**src/rtl/core/ngpe_pkg.sv**
```systemverilog
`timescale 1ns / 1ps
`default_nettype none
// ---------------------------------------------------------------------------
// ngpe_pkg: shared types and constants of the GGA position extractor
// Character codes, token positions, descriptor and release records.
// ---------------------------------------------------------------------------
package ngpe_pkg;

  localparam logic [7:0] CH_NUL   = 8'h00;
  localparam logic [7:0] CH_NL    = 8'h0A;
  localparam logic [7:0] CH_CR    = 8'h0D;
  localparam logic [7:0] CH_COMMA = 8'h2C;

  localparam int unsigned PREFIX_LEN = 6;

  localparam int unsigned TOK_W = 3;
  localparam logic [TOK_W-1:0] TOK_LAT       = 3'd3;
  localparam logic [TOK_W-1:0] TOK_LAT_HEMI  = 3'd4;
  localparam logic [TOK_W-1:0] TOK_LON       = 3'd5;
  localparam logic [TOK_W-1:0] TOK_LON_HEMI  = 3'd6;
  localparam logic [TOK_W-1:0] TOK_MAX       = 3'd7;
  localparam logic [TOK_W-1:0] TOKENS_NEEDED = 3'd6;

  // wide enough for the largest coordinate store depth (32 + 8)
  localparam int unsigned CNT_W = 6;

  typedef enum logic {
    BK_IDLE,
    BK_EMIT
  } back_state_e;

  typedef struct packed {
    logic             ok;
    logic             bank;
    logic [CNT_W-1:0] lat_cnt;
    logic [CNT_W-1:0] lon_cnt;
  } line_desc_t;

  typedef struct packed {
    logic valid;
    logic bank;
  } bank_rel_t;

  function automatic logic [7:0] prefix_char(input logic [2:0] idx);
    logic [7:0] c;
    unique case (idx)
      3'd0:    c = 8'h24;
      3'd1:    c = 8'h47;
      3'd2:    c = 8'h50;
      3'd3:    c = 8'h47;
      3'd4:    c = 8'h47;
      3'd5:    c = 8'h41;
      default: c = 8'h00;
    endcase
    return c;
  endfunction

endpackage
`default_nettype wire

```
**src/rtl/core/nmea_gga_position_extractor_core.sv**
```systemverilog
`timescale 1ns / 1ps
`default_nettype none
// ---------------------------------------------------------------------------
// nmea_gga_position_extractor_core: GGA sentence position extractor
// Takes one byte per cycle; a line end byte is taken only while the other
// character bank is free and the descriptor queue has room. Results follow
// that byte, one per cycle while not stalled (up to 2*(COORD_CHARS+HEMI_CHARS)).
// Two banks and a two-entry descriptor queue let the next line be parsed
// while the previous one drains. Asynchronous active-low reset clears the parser,
// queue control, emitter state and valid; the character banks are not cleared.
// ---------------------------------------------------------------------------
module nmea_gga_position_extractor_core
  import ngpe_pkg::*;
#(
  parameter int unsigned LINE_BUFFER_BYTES = 256,
  parameter int unsigned COORD_CHARS       = 15,
  parameter int unsigned HEMI_CHARS        = 4
) (
  input  wire logic       clk_i,
  input  wire logic       rst_ni,
  input  wire logic       in_valid_i,
  output logic            in_stall_o,
  input  wire logic [7:0] rx_byte_i,
  output logic            out_valid_o,
  input  wire logic       out_stall_i,
  output logic            sentence_valid_o,
  output logic            coordinate_select_o,
  output logic [7:0]      char_code_o,
  output logic            last_of_run_o
);

  localparam int unsigned DEPTH = COORD_CHARS + HEMI_CHARS;
  localparam int unsigned AW    = $clog2(DEPTH) + 2;

  logic          push, pop, full, empty, wr_en;
  line_desc_t    push_desc, head;
  bank_rel_t     rel;
  logic [AW-1:0] wr_addr;
  logic [7:0]    wr_data;

  ngpe_front #(
    .LINE_BUFFER_BYTES(LINE_BUFFER_BYTES),
    .COORD_CHARS      (COORD_CHARS),
    .HEMI_CHARS       (HEMI_CHARS)
  ) u_front (
    .clk_i      (clk_i),
    .rst_ni     (rst_ni),
    .in_valid_i (in_valid_i),
    .in_stall_o (in_stall_o),
    .rx_byte_i  (rx_byte_i),
    .fifo_full_i(full),
    .push_o     (push),
    .desc_o     (push_desc),
    .rel_i      (rel),
    .wr_en_o    (wr_en),
    .wr_addr_o  (wr_addr),
    .wr_data_o  (wr_data)
  );

  ngpe_desc_fifo u_fifo (
    .clk_i      (clk_i),
    .rst_ni     (rst_ni),
    .push_i     (push),
    .push_data_i(push_desc),
    .pop_i      (pop),
    .head_o     (head),
    .full_o     (full),
    .empty_o    (empty)
  );

  ngpe_back #(
    .COORD_CHARS(COORD_CHARS),
    .HEMI_CHARS (HEMI_CHARS)
  ) u_back (
    .clk_i              (clk_i),
    .rst_ni             (rst_ni),
    .wr_en_i            (wr_en),
    .wr_addr_i          (wr_addr),
    .wr_data_i          (wr_data),
    .head_i             (head),
    .empty_i            (empty),
    .pop_o              (pop),
    .rel_o              (rel),
    .out_valid_o        (out_valid_o),
    .out_stall_i        (out_stall_i),
    .sentence_valid_o   (sentence_valid_o),
    .coordinate_select_o(coordinate_select_o),
    .char_code_o        (char_code_o),
    .last_of_run_o      (last_of_run_o)
  );

endmodule
`default_nettype wire

```
**src/rtl/core/ngpe_front.sv**
```systemverilog
`timescale 1ns / 1ps
`default_nettype none
// ---------------------------------------------------------------------------
// ngpe_front: byte parser
// Tracks prefix and tokens, writes coordinate characters into the current
// bank and queues a line descriptor at line end.
// ---------------------------------------------------------------------------
module ngpe_front
  import ngpe_pkg::*;
#(
  parameter int unsigned LINE_BUFFER_BYTES = 256,
  parameter int unsigned COORD_CHARS       = 15,
  parameter int unsigned HEMI_CHARS        = 4,
  localparam int unsigned DEPTH   = COORD_CHARS + HEMI_CHARS,
  localparam int unsigned IW      = $clog2(DEPTH),
  localparam int unsigned AW      = IW + 2
) (
  input  wire logic          clk_i,
  input  wire logic          rst_ni,
  input  wire logic          in_valid_i,
  output logic               in_stall_o,
  input  wire logic [7:0]    rx_byte_i,
  input  wire logic          fifo_full_i,
  output logic               push_o,
  output line_desc_t         desc_o,
  input  wire bank_rel_t     rel_i,
  output logic               wr_en_o,
  output logic [AW-1:0]      wr_addr_o,
  output logic [7:0]         wr_data_o
);

  localparam int unsigned CW      = $clog2(DEPTH + 1);
  localparam int unsigned LW      = $clog2(LINE_BUFFER_BYTES);
  localparam int unsigned CAP_MAX = (COORD_CHARS > HEMI_CHARS) ? COORD_CHARS : HEMI_CHARS;
  localparam int unsigned TW      = $clog2(CAP_MAX + 1);

  logic [LW-1:0]    line_len_q, line_len_d;
  logic             prefix_ok_q, prefix_ok_d;
  logic [TOK_W-1:0] tok_q, tok_d;
  logic             inside_q, inside_d;
  logic [TW-1:0]    tcc_q, tcc_d;
  logic [CW-1:0]    lat_cnt_q, lat_cnt_d;
  logic [CW-1:0]    lon_cnt_q, lon_cnt_d;
  logic             wbank_q, wbank_d;
  logic [1:0]       busy_q, busy_d;

  logic             line_end, accept, keep, is_comma, in_range, to_lon, store;
  logic [TOK_W-1:0] tok_next;
  logic [TW-1:0]    tcc_cur, cap;
  logic [CW-1:0]    cnt_sel;

  always_comb begin
    line_end   = (rx_byte_i == CH_NL) ||
                 (line_len_q == LW'(LINE_BUFFER_BYTES - 1));
    in_stall_o = line_end && (busy_q[~wbank_q] || fifo_full_i);
    accept     = in_valid_i && !in_stall_o;
    keep       = accept && !line_end && (rx_byte_i != CH_CR) && (rx_byte_i != CH_NUL);
    is_comma   = (rx_byte_i == CH_COMMA);

    tok_next = inside_q ? tok_q : ((tok_q == TOK_MAX) ? tok_q : tok_q + 1'b1);
    tcc_cur  = inside_q ? tcc_q : '0;
    cap      = ((tok_next == TOK_LAT) || (tok_next == TOK_LON)) ?
               TW'(COORD_CHARS) : TW'(HEMI_CHARS);
    in_range = (tok_next >= TOK_LAT) && (tok_next <= TOK_LON_HEMI);
    to_lon   = (tok_next >= TOK_LON);
    cnt_sel  = to_lon ? lon_cnt_q : lat_cnt_q;
    store    = keep && !is_comma && in_range && (tcc_cur < cap) && (cnt_sel < CW'(DEPTH));

    wr_en_o   = store;
    wr_addr_o = {wbank_q, to_lon, cnt_sel[IW-1:0]};
    wr_data_o = rx_byte_i;

    push_o          = accept && line_end;
    desc_o.ok       = prefix_ok_q && (line_len_q >= LW'(PREFIX_LEN)) &&
                      (tok_q >= TOKENS_NEEDED) &&
                      ((lat_cnt_q != '0) || (lon_cnt_q != '0));
    desc_o.bank     = wbank_q;
    desc_o.lat_cnt  = CNT_W'(lat_cnt_q);
    desc_o.lon_cnt  = CNT_W'(lon_cnt_q);

    line_len_d  = line_len_q;
    prefix_ok_d = prefix_ok_q;
    tok_d       = tok_q;
    inside_d    = inside_q;
    tcc_d       = tcc_q;
    lat_cnt_d   = lat_cnt_q;
    lon_cnt_d   = lon_cnt_q;
    wbank_d     = wbank_q;
    busy_d      = busy_q;

    if (rel_i.valid) begin
      busy_d[rel_i.bank] = 1'b0;
    end

    if (push_o) begin
      line_len_d      = '0;
      prefix_ok_d     = 1'b1;
      tok_d           = '0;
      inside_d        = 1'b0;
      tcc_d           = '0;
      lat_cnt_d       = '0;
      lon_cnt_d       = '0;
      wbank_d         = ~wbank_q;
      busy_d[wbank_q] = 1'b1;
    end else if (keep) begin
      line_len_d = line_len_q + 1'b1;
      if ((line_len_q < LW'(PREFIX_LEN)) && (rx_byte_i != prefix_char(line_len_q[2:0]))) begin
        prefix_ok_d = 1'b0;
      end
      if (is_comma) begin
        inside_d = 1'b0;
      end else begin
        inside_d = 1'b1;
        tok_d    = tok_next;
        tcc_d    = (tcc_cur == TW'(CAP_MAX)) ? tcc_cur : tcc_cur + 1'b1;
        if (store && to_lon) begin
          lon_cnt_d = lon_cnt_q + 1'b1;
        end else if (store) begin
          lat_cnt_d = lat_cnt_q + 1'b1;
        end
      end
    end
  end

  always_ff @(posedge clk_i or negedge rst_ni) begin
    if (!rst_ni) begin
      line_len_q  <= '0;
      prefix_ok_q <= 1'b1;
      tok_q       <= '0;
      inside_q    <= 1'b0;
      tcc_q       <= '0;
      lat_cnt_q   <= '0;
      lon_cnt_q   <= '0;
      wbank_q     <= 1'b0;
      busy_q      <= '0;
    end else begin
      line_len_q  <= line_len_d;
      prefix_ok_q <= prefix_ok_d;
      tok_q       <= tok_d;
      inside_q    <= inside_d;
      tcc_q       <= tcc_d;
      lat_cnt_q   <= lat_cnt_d;
      lon_cnt_q   <= lon_cnt_d;
      wbank_q     <= wbank_d;
      busy_q      <= busy_d;
    end
  end

endmodule
`default_nettype wire

```
**src/rtl/core/ngpe_desc_fifo.sv**
```systemverilog
`timescale 1ns / 1ps
`default_nettype none
// ---------------------------------------------------------------------------
// ngpe_desc_fifo: two-entry line descriptor queue
// Decouples the parser from the result emitter.
// ---------------------------------------------------------------------------
module ngpe_desc_fifo
  import ngpe_pkg::*;
(
  input  wire logic       clk_i,
  input  wire logic       rst_ni,
  input  wire logic       push_i,
  input  wire line_desc_t push_data_i,
  input  wire logic       pop_i,
  output line_desc_t      head_o,
  output logic            full_o,
  output logic            empty_o
);

  line_desc_t  data_q [2];
  logic        wr_ptr_q, rd_ptr_q;
  logic [1:0]  count_q, count_d;

  always_comb begin
    full_o  = (count_q == 2'd2);
    empty_o = (count_q == 2'd0);
    head_o  = data_q[rd_ptr_q];
    count_d = count_q + {1'b0, push_i} - {1'b0, pop_i};
  end

  always_ff @(posedge clk_i) begin
    if (push_i) begin
      data_q[wr_ptr_q] <= push_data_i;
    end
  end

  always_ff @(posedge clk_i or negedge rst_ni) begin
    if (!rst_ni) begin
      wr_ptr_q <= 1'b0;
      rd_ptr_q <= 1'b0;
      count_q  <= '0;
    end else begin
      if (push_i) begin
        wr_ptr_q <= ~wr_ptr_q;
      end
      if (pop_i) begin
        rd_ptr_q <= ~rd_ptr_q;
      end
      count_q <= count_d;
    end
  end

endmodule
`default_nettype wire

```
**src/rtl/core/ngpe_back.sv**
```systemverilog
`timescale 1ns / 1ps
`default_nettype none
// ---------------------------------------------------------------------------
// ngpe_back: result emitter
// Holds the two character banks, walks one descriptor per line and drives
// the registered result port.
// ---------------------------------------------------------------------------
module ngpe_back
  import ngpe_pkg::*;
#(
  parameter int unsigned COORD_CHARS = 15,
  parameter int unsigned HEMI_CHARS  = 4,
  localparam int unsigned DEPTH = COORD_CHARS + HEMI_CHARS,
  localparam int unsigned IW    = $clog2(DEPTH),
  localparam int unsigned AW    = IW + 2
) (
  input  wire logic          clk_i,
  input  wire logic          rst_ni,
  input  wire logic          wr_en_i,
  input  wire logic [AW-1:0] wr_addr_i,
  input  wire logic [7:0]    wr_data_i,
  input  wire line_desc_t    head_i,
  input  wire logic          empty_i,
  output logic               pop_o,
  output bank_rel_t          rel_o,
  output logic               out_valid_o,
  input  wire logic          out_stall_i,
  output logic               sentence_valid_o,
  output logic               coordinate_select_o,
  output logic [7:0]         char_code_o,
  output logic               last_of_run_o
);

  logic [7:0] mem [2**AW];

  back_state_e     state_q, state_d;
  line_desc_t      job_q;
  logic            sel_q;
  logic [IW-1:0]   idx_q;

  logic            out_valid_q, sv_q, cs_q, last_q;
  logic [7:0]      char_q;

  logic            adv, emit, phase_end, last;
  logic [CNT_W-1:0] cur_cnt;

  always_comb begin
    adv       = !out_valid_q || !out_stall_i;
    cur_cnt   = sel_q ? job_q.lon_cnt : job_q.lat_cnt;
    phase_end = ((CNT_W'(idx_q) + 1'b1) == cur_cnt);
    last      = !job_q.ok || (phase_end && (sel_q || (job_q.lon_cnt == '0)));
    pop_o     = 1'b0;
    emit      = 1'b0;
    state_d   = state_q;
    unique case (state_q)
      BK_IDLE: begin
        if (!empty_i) begin
          pop_o   = 1'b1;
          state_d = BK_EMIT;
        end
      end
      BK_EMIT: begin
        emit = adv;
        if (adv && last) begin
          state_d = BK_IDLE;
        end
      end
      default: state_d = BK_IDLE;
    endcase
    rel_o.valid = emit && last;
    rel_o.bank  = job_q.bank;
  end

  always_ff @(posedge clk_i) begin
    if (wr_en_i) begin
      mem[wr_addr_i] <= wr_data_i;
    end
    if (emit) begin
      char_q <= mem[{job_q.bank, sel_q, idx_q}];
    end
  end

  always_ff @(posedge clk_i) begin
    if (pop_o) begin
      job_q <= head_i;
      sel_q <= (head_i.lat_cnt == '0);
      idx_q <= '0;
    end else if (emit && phase_end) begin
      sel_q <= 1'b1;
      idx_q <= '0;
    end else if (emit) begin
      idx_q <= idx_q + 1'b1;
    end
    if (emit) begin
      sv_q   <= job_q.ok;
      cs_q   <= job_q.ok && sel_q;
      last_q <= last;
    end
  end

  always_ff @(posedge clk_i or negedge rst_ni) begin
    if (!rst_ni) begin
      state_q     <= BK_IDLE;
      out_valid_q <= 1'b0;
    end else begin
      state_q <= state_d;
      if (adv) begin
        out_valid_q <= emit;
      end
    end
  end

  assign out_valid_o         = out_valid_q;
  assign sentence_valid_o    = sv_q;
  assign coordinate_select_o = cs_q;
  assign char_code_o         = sv_q ? char_q : 8'h00;
  assign last_of_run_o       = last_q;

endmodule
`default_nettype wire

```
**config.mk**
```make
export PLATFORM = sky130hd
export DESIGN_NAME = nmea_gga_position_extractor_core
export DESIGN_NICKNAME = d
export VERILOG_FILES = /design/src/rtl/core/ngpe_pkg.sv /design/src/rtl/core/nmea_gga_position_extractor_core.sv /design/src/rtl/core/ngpe_front.sv /design/src/rtl/core/ngpe_desc_fifo.sv /design/src/rtl/core/ngpe_back.sv
export SDC_FILE = /design/constraint.sdc
export NUM_CORES = 1
export LEC_CHECK = 0
export BUFFER_PORTS_ARGS = -buffer_cell sky130_fd_sc_hd__clkbuf_2
export CORE_MARGIN = 2
export CORE_UTILIZATION = 45
export CTS_BUF_LIST = sky130_fd_sc_hd__clkbuf_2 sky130_fd_sc_hd__clkbuf_4 sky130_fd_sc_hd__clkbuf_8
export DETAILED_ROUTE_END_ITERATION = 10
export SLEW_MARGIN = 20
export SYNTH_ARGS = -nofsm -noshare
export SYNTH_HDL_FRONTEND = slang
export SYNTH_SLANG_ARGS = --single-unit
```
**constraint.sdc**
```tcl
create_clock -name clk_i -period 5.5 [get_ports clk_i]
set_input_delay 1.1 -clock clk_i [delete_from_list [all_inputs] [get_ports clk_i]]
set_output_delay 1.1 -clock clk_i [all_outputs]
set_load 0.01 [all_outputs]
```
Word level (Yosys, flattened, before mapping)
Memory sizes are Yosys's and may differ from the RTL's. A register that Yosys moved wholly into a read port is not among the register bits. Cells that the tools add are included.

Bits in registers: 59. Latch bits: 0. Memory bits (writable): 1048. ROM bits: 0. Input port bits: 12. Output and inout port bits: 13. Word-level logic and storage cells: 179. Memories kept: 2.

$add $sub $neg: 9. $mul: 0. Div/mod/pow operators: 0. $lt $le $gt $ge: 13. Eq/ne operators: 18. Shifts and indexed selects: 0. Multiplexer cells: 53. Bitwise logic cells: 7. Reduce and logical (&&, ||, !) cells: 54.

Memory list: u_back.mem (depth 128, width 8, rd ports 1, clocked after Yosys merged registers in 1, write ports 1, line ngpe_back.sv:34) `logic [7:0] mem [2**AW];`; u_fifo.data_q (depth 2, width 12, rd ports 1, clocked after Yosys merged registers in 0, write ports 1, line ngpe_desc_fifo.sv:20) `line_desc_t data_q [2];`.

Operator list (number): $mux 5 (10); $mux 8 (5); $pmux 7 s4 (1); $mux 4 (6); $logic_and 1x1->1 (23); $mux 1 (20); $add 5x1->5 const B (3); $mux 3 (5); $eq 3x3->1 const B (4); $logic_not 6->1 (2); $reduce_bool 2->1 (5); $reduce_bool 5->1 (2); $eq 3x2->1 const B (3); $add 8x1->8 const B (1); $eq 8x4->1 const B (1); $eq 8x6->1 const B (1); $eq 8x8->1 const B (1); $ge 8x3->1 const B (1); $lt 8x3->1 const B (1); $ne 8x4->1 const B (1); $ne 8x8->1 (1); $reduce_bool 8->1 (1); $logic_or 1x1->1 (7); $add 5x1->6 const B (1); 32 further kinds (48).

Depth between registers and ports, before layout
Gate-level depths: netlist (run 1).

Word-level depth: 19. Mapped depth: 15. Mapped depth without buffers: 11.

Hierarchy
A second synthesis (run 1) with hierarchy kept.

Cell total of the unflattened synthesis: 2557. Area total of the unflattened synthesis: 45342.2 µm².

By module, submodules not included: ngpe_back (instances 1, cells an instance 2232, area each 41790.1 µm², sequential area each 31680.4 µm²); ngpe_front (instances 1, cells an instance 266, area each 2292.2 µm², sequential area each 752.0 µm²); ngpe_desc_fifo (instances 1, cells an instance 59, area each 1260.0 µm², sequential area each 940.9 µm²).

Worst setup path after synthesis (run 1)
No wires, ideal clock.

Path kind: register to register. Start point: reg u_front.tok_q[0]. End point: mem u_back.mem[102][0] (enable). Library setup time: 0.395 ns. Arrival: 3.792 ns. Required time: 5.105 ns. Setup slack: 1.314 ns. Stages on the path, launching flop included: 14. Buffers on the path: 3. Clock period less this slack: 4.186 ns. Cells stage by stage: dfrtp_1 > clkbuf_1 > inv_1 > ha_1 > buf_2 > xor2_1 > o21ai_1 > a22oi_1 > ha_1 > o2111a_1 > o31ai_4 > nand2_1 > clkbuf_1 > nor4_1.

Word-level cells in the longest chain between the ends: 11. Elaborated cells between the ends (all ways): 20. Classes of those cells: add/sub (1); order compare (5); eq/ne (3); mux (6); reduce/logical (5).

Ends and longest elaborated chain: from (decl) (line ngpe_front.sv:39) `logic [TOK_W-1:0] tok_q, tok_d;`; from (signal assigned) (line ngpe_front.sv:139) `tok_q <= tok_d;`; $add 3x1->3 or $eq 3x3->1 (tied branches) (line ngpe_front.sv:60) `tok_next = inside_q ? tok_q : ((tok_q == TOK_MAX) ? tok_q : tok_q + 1'b1);`; $mux 3 (line ngpe_front.sv:60); $mux 3 (*) (line ngpe_front.sv:60); parallel branches: the longest is 8 deep, another holds $lt 5x5->1; to (decl) (line ngpe_back.sv:34).

Every way passes the cells marked *.

Final worst setup path (run 1)
Start point: reg u_front.tok_q[0]. End point: mem u_back.mem[97][4] (enable).

The elaborated chain is that of the path after synthesis.

==> metrics.txt, run 1 <==
clock latency reported for the late side of the worst-skew pair=0.85 ns; clock root buffer=clkbuf_8; startpoint of the worst-slack reg-to-reg timing path=u_front.tok_q[0]; standard cell area after detailed placement=47900 um^2; crit path launch=u_front.tok_q[0]; DRT antenna net count=0; number of CTS-inserted buffers=176; worst ir drop on vdd=205 uV; number of hold violations in the final report=0; gate count of the mapped netlist=2172; sum of internal, switching and leakage power=0.0229 W; critical-path maximum fanout=16; setup slack, reg-to-reg=0.95 ns; final setup vio count=0; leading post-synthesis cells by cell area=edfxtp_1 (73%), mux4_2 (13%), dfrtp_1 (2.0%), mux2_2 (1.6%), mux2i_1 (1.5%); final routed wire length divided by cell count=24.8 um; count of hold-fix buffers inserted at cts=0; clock sink count=1113; LEAKAGE=17.4 nW; number of synthesized register bits=1113; number of cell instances on the worst register-to-register path=10; last weighted congestion value of the routability-driven placer=0.845; Post-CTS Repair Setup Buffers=0; total global routing track utilization=0.208; clock edge transition at the registers on the reported setup and hold paths=0.06 ns; final core utilization=0.524; number of H-tree levels=4; first-pass GRT wire length=154000 um; total length of routed wires=104000 um; unrepaired setup endpoints after global routing=no; async set or reset register ratio after synthesis=0.0323; count of routing violations after the opening detailed-route iteration=2117; headroom to the max-slew limit=0.276; type of element capturing the critical path=register; mean post-synth cell area=20.4 um^2; final cell area excluding filler cells=51300 um^2; count of instances resized after the clock tree is built=0; sequential element share of the synthesized area=0.749; Port Buf Inserts=24; Critical path destination=u_back.mem[97][4]; Layout Nets=2794; sum of negative setup slack=0 ns; area grow syn2layout=15.9%; Post-Synthesis Cell Area=44300 um^2; Detailed Place HPWL=66000 um; detailed-route via count=22900; number of pins exceeding their max-slew limit in the final report=0; number of maximum-capacitance constraint violations=0; initial core utilization=0.452; area of the core region=98000 um^2; share of the cycle needed by the critical path after routing=0.827; Die Y-Extent=318 um; Warnings, synthesis=0; number of library cell types mapped by synthesis=77; Core Rows=115; R2R Path End=u_back.mem[97][4]; number of filler instances in the final layout=8030; Die Area=101000 um^2; antenna violations before repair=5; post-synth top area share=0.727; actual transition at the worst max-transition pin=1.09 ns; floorplan die width=318 um; required time of the critical path=5.95 ns; CTS Buffer Depth=3; Fin Clk Skew=0.0395 ns; Critical Setup Path Class=register to register; count of boundary I/O pins=25; fmax=220 MHz; count of flip-flops with a built-in enable after synthesis=1072; leftover overflow at the end of global routing=0; detailed-routing iteration count for the pre-antenna-repair pass=5; drt drc=0; type of the most critical hold path=primary input to asynchronous set/reset pin; type of element launching the critical path=register; dominant cell type by area after synthesis=edfxtp_1; post-layout minimum cycle time=4.55 ns; vias per inst=5.45; outcome=finished, final reports clean; most frequently used flop master after synthesis=edfxtp_1; maximum number of pins on one net before global-route repair=92; Power Dens Cells=446 nW/um^2; Worst Path Arrival=5.00 ns; CTS tree=yes; vias in the first global route=23400; share of cells above drive strength 1=0.254
## registers in the layout, summed over array words and instances (netlist names), 3 cells and up
register / flops
u_back.mem: 1024
u_front.lat_cnt_q: 5
u_back.job_q: 11
u_front.tcc_q: 4
u_front.lon_cnt_q: 5
u_front.line_len_q: 8
u_back.idx_q: 5
u_front.tok_q: 3
u_back.char_q: 8
u_fifo.data_q: 24
## area by class of cell
class	count	area, um^2	area share
diodes	4	10.0	0.000195
clock buffers	229	2830	0.0551
clock inverters	88	601	0.0117
inverters	16	60.1	0.00117
multi-input cells	1340	12100	0.235
flip-flops and latches	1113	33200	0.647
well taps	1287	1610	0.0314
repair buffers	120	933	0.0182
## power breakdown
| group | internal [W] | switching [W] | leakage (nW) | total, W |
|---|---|---|---|---|
| combinational | 0.00251 | 0.00309 | 5.07 | 0.00560 |
| sequential | 0.00992 | 0.000527 | 10.5 | 0.0104 |
| clock | 0.00361 | 0.00323 | 1.82 | 0.00684 |
## kinds of logic (layout without fill, tap and decap cells)
kind of cell / after synthesis / after routing / synth area share
xor gates and xnor gates: 22 / 22 / 0.00466
adders and majority gates: 15 / 15 / 0.00424
DFF: 1113 / 1113 / 0.749
AOI/OAI and AO/OA: 167 / 167 / 0.0268
buffers and inverters: 134 / 453 / 0.0143
and+or+nand+nor: 331 / 331 / 0.0385
other: 1 / 420 / 0.0000847
muxes: 389 / 389 / 0.162
## worst max-delay path, cell delays in order (launching register included)
cell      delay, ns
dfrtp_1        0.60
inv_1          0.09
ha_1           0.46
xor2_1         0.18
o21ai_1        0.07
a22oi_1        0.42
ha_1           0.31
o2111a_1       0.27
o31ai_4        0.17
nand4_1        0.73
nor2_1         0.86
## per-stage QoR
step,setup slack [ns],instances,hold WS [ns]
after floorplan,1.31,2587,0.437
after global placement,1.15,3875,0.477
after detailed placement,1.05,3875,0.483
after CTS,1.03,4192,0.401
after global routing,0.610,4196,0.430
final,0.951,4197,0.409
## metal layers
layer | share of wire | global-route usage | vias to the layer above
li1 | - | - | 9840
met3 | 0.075 | 0.0490 | 172
met1 | 0.41 | 0.279 | 11900
met5 | 0.00013 | 0 | -
met2 | 0.49 | 0.339 | 917
met4 | 0.026 | 0.0679 | 2
## worst min-delay path by stage
| stage | startpoint | to | depth (start not counted) |
|---|---|---|---|
| finish | rst_ni | u_front.line_len_q[7] | 1 |
| CTS | rst_ni | u_front.busy_q[1] | 1 |
| global placement | u_fifo.wr_ptr_q | u_fifo.wr_ptr_q | 1 |
| floorplan | u_front.lon_cnt_q[4] | u_fifo.data_q[0][4] | 0 |
| detailed placement | u_fifo.wr_ptr_q | u_fifo.wr_ptr_q | 1 |
| global route | rst_ni | u_front.busy_q[0] | 1 |
## placed cells by master (no fill, tap or decap), drive strengths merged, types with 15 or more instances in the layout
cell type	netlist	layout
mux2	66	66
nand2	63	63
mux4	256	256
xnor2	15	15
nor4	18	18
nand3	26	26
mux2i	67	67
a21oi	26	26
nor3	26	26
dfrtp	35	35
o21ai	27	27
edfxtp	1072	1072
clkbuf	44	245
o22ai	19	19
and2	15	15
a22oi	17	17
nor2	113	113
inv	15	20
ha	15	15
conb	1	416
clkinv	1	75
a221oi	33	33
buf	74	104
nand4	15	15
## cell usage after synthesis (26+ instances only)
| master | number |
|---|---|
| mux2_2 | 62 |
| buf_2 | 41 |
| a221oi_1 | 33 |
| mux2i_1 | 67 |
| edfxtp_1 | 1072 |
| dfrtp_1 | 35 |
| nor3_1 | 26 |
| nor2_1 | 113 |
| clkbuf_1 | 44 |
| mux4_2 | 256 |
| nand3_1 | 26 |
| nand2_1 | 63 |
Note: power is estimated with default switching activity, not from simulation.
==> inputs of run 2 (changes only) <==
clock period = 3.9 ns   (was 5.5 ns; I/O delays follow)
==> run 2 against run 1 <==
  * First-iteration DRC count down 6.3%
  * Non-clock buffer count up 75
  * Flip-flop and latch count unchanged
==> metrics.txt, run 2 (synthesized netlist as in run 1, its figures left out) <==
detailed-routing iteration count for the pre-antenna-repair pass=5 (unchanged); Die Y-Extent=318 um (unchanged); share of the cycle needed by the critical path after routing=0.939 (+0.112); Port Buf Inserts=24 (unchanged); type of element launching the critical path=register; setup slack, reg-to-reg=0.24 ns (-0.71 ns); type of element capturing the critical path=register; flip-flop count of the largest register after layout=1024 (unchanged); unrepaired setup endpoints after global routing=no; CTS tree=yes; sum of negative setup slack=0 ns (unchanged); detailed-route via count=22700 (-0.88%); vias in the first global route=23700 (+1.1%); maximum number of pins on one net before global-route repair=129 (+40%); total global routing track utilization=0.201 (-0.00735); share of cells above drive strength 1=0.274 (+0.0203); clock latency reported for the late side of the worst-skew pair=0.83 ns (-0.02 ns); switching portion of total power=0.295 (-0.00395); Reg with most FFs=u_back.mem; startpoint of the worst-slack reg-to-reg timing path=u_front.tok_q[1]; clock sink count=1113 (unchanged); worst ir drop on vdd=315 uV (+54%); count of boundary I/O pins=25 (unchanged); antenna violations before repair=5 (unchanged); first-pass GRT wire length=149000 um (-3.2%); outcome=finished, final reports clean; Critical Setup Path Class=register to register; sum of internal, switching and leakage power=0.0328 W (+43%); number of cell instances on the worst register-to-register path=11 (+1); vias per inst=5.30 (-2.6%); type of the most critical hold path=primary input to asynchronous set/reset pin; registers with the most flip-flops=u_back.mem (1024), u_fifo.data_q (24), u_back.job_q (11); number of pins exceeding their max-slew limit in the final report=0 (unchanged); Layout Nets=2870 (+2.7%); number of H-tree levels=4 (unchanged); Core Rows=115 (unchanged); Min Hold Slack=0.0860 ns (-0.323 ns); post-layout minimum cycle time=3.66 ns (-0.888 ns); Detailed Place HPWL=64100 um (-2.8%); Post-CTS Repair Setup Buffers=0 (unchanged); leftover overflow at the end of global routing=0 (unchanged); area of the core region=98000 um^2 (unchanged); clock edge transition at the registers on the reported setup and hold paths=0.06 ns (about the same); fmax=273 MHz (+24%); Fin Clk Skew=0.0296 ns (-0.00994 ns); last weighted congestion value of the routability-driven placer=0.862 (+2.0%); R2R Path End=u_back.mem[47][2]; LEAKAGE=17.8 nW (+2.7%); floorplan die width=318 um (unchanged); top library cells by usage in the layout, fill and taps aside=edfxtp_1 (1072), conb_1 (416), mux4_2 (256); required time of the critical path=4.42 ns (-1.53 ns); Critical path destination=u_back.mem[47][2]; number of maximum-capacitance constraint violations=0 (unchanged); crit path launch=u_front.tok_q[1]; headroom to the max-slew limit=0.302 (+0.0265); initial core utilization=0.452 (unchanged); number of hold violations in the final report=0 (unchanged); internal cell power=0.0231 W (+44%); drt drc=0 (unchanged); final setup vio count=0 (unchanged); proportion of power drawn by the clock network=0.298 (about the same); proportion of power drawn by flip-flops and latches=0.446 (-0.010); Worst Path Arrival=4.18 ns (-0.82 ns); count of routing violations after the opening detailed-route iteration=1983 (-6.3%); number of filler instances in the final layout=7866 (-2.0%); portion of total power attributed to combinational logic=0.257 (+0.012); critical-path maximum fanout=16 (unchanged); total length of routed wires=100000 um (-3.8%); DRT antenna net count=0 (unchanged); CTS Buffer Depth=3 (unchanged); number of CTS-inserted buffers=177 (+0.57%); Power Dens Cells=630 nW/um^2 (+41%); Die Area=101000 um^2 (unchanged); clock root buffer=clkbuf_8; actual transition at the worst max-transition pin=1.05 ns (-0.0397 ns); area grow syn2layout=17.5%; final routed wire length divided by cell count=23.4 um (-5.4%); NetSw=0.00968 W (+42%); most common cell after layout, fill and taps aside=edfxtp_1
## run 2: power groups by stage
stage | sequential (W) | clock (W) | combinational [W]
after floorplan | 0.0145 | 0 | 0.00586
after global placement | 0.0148 | 0 | 0.00835
after detailed placement | 0.0149 | 0 | 0.00845
after CTS | 0.0146 | 0.0100 | 0.00848
after global routing | 0.0147 | 0.0106 | 0.00902
final | 0.0146 | 0.00977 | 0.00842
## run 2: area by class of cell
cell class / count / area, um^2 / area share
diodes: 1 / 2.50 / 0.0000481
repair buffers: 195 / 1620 / 0.0312
inverters: 16 / 60.1 / 0.00115
clock buffers: 240 / 2950 / 0.0566
well taps: 1287 / 1610 / 0.0309
multi-input cells: 1340 / 12100 / 0.232
clock inverters: 79 / 546 / 0.0105
flip-flops and latches: 1113 / 33200 / 0.638
## run 2: repair_timing
| item | CTS | global route |
|---|---|---|
| resized for setup | 0 | 2 |
| setup endpoints to repair | 0 | 124 |
| hold buffers | 0 | 0 |
## run 2: how the worst min path moves through the flow
| stage | slack (ns) | end | start | cells past startpoint |
|---|---|---|---|---|
| 2_1_floorplan | 0.44 | u_fifo.data_q[0][4] | u_front.lon_cnt_q[4] | 0 |
| 3_3_place_gp | 0.47 | u_fifo.wr_ptr_q | u_fifo.wr_ptr_q | 1 |
| 3_5_place_dp | 0.48 | u_fifo.wr_ptr_q | u_fifo.wr_ptr_q | 1 |
| 4_1_cts | 0.07 | u_front.busy_q[0] | rst_ni | 1 |
| 5_1_grt | 0.11 | u_front.busy_q[0] | rst_ni | 1 |
| 6_report | 0.09 | u_front.tok_q[1] | rst_ni | 1 |
## run 2: layer usage
| layer | global-route usage | vias to the layer above | share of wire |
|---|---|---|---|
| met5 | 0 | - | 0.00029 |
| met4 | 0.0810 | 4 | 0.035 |
| met3 | 0.0519 | 194 | 0.077 |
| met2 | 0.328 | 757 | 0.49 |
| met1 | 0.259 | 11700 | 0.40 |
| li1 | - | 9997 | - |
## run 2: worst max-delay path, cell delays in order (launching register included)
cell      delay, ns
dfrtp_1        0.49
ha_1           0.50
xor2_1         0.20
o21ai_1        0.10
a22oi_2        0.31
ha_1           0.28
o2111a_1       0.27
o31ai_4        0.17
nand2_1        0.18
buf_4          0.27
nor4_1         0.35
buf_4          0.23
## run 2: metrics by stage
step / worst slack (ns) / util / instance area [um^2] / cells
floorplan: -0.286 / - / 45900 / 2587
global placement: 0.213 / 0.496 / 48600 / 3951
detailed placement: 0.0512 / 0.496 / 48600 / 3951
CTS: 0.0340 / 0.531 / 52100 / 4270
global route: 0.00536 / 0.531 / 52100 / 4271
finish: 0.238 / 0.531 / 52100 / 4271
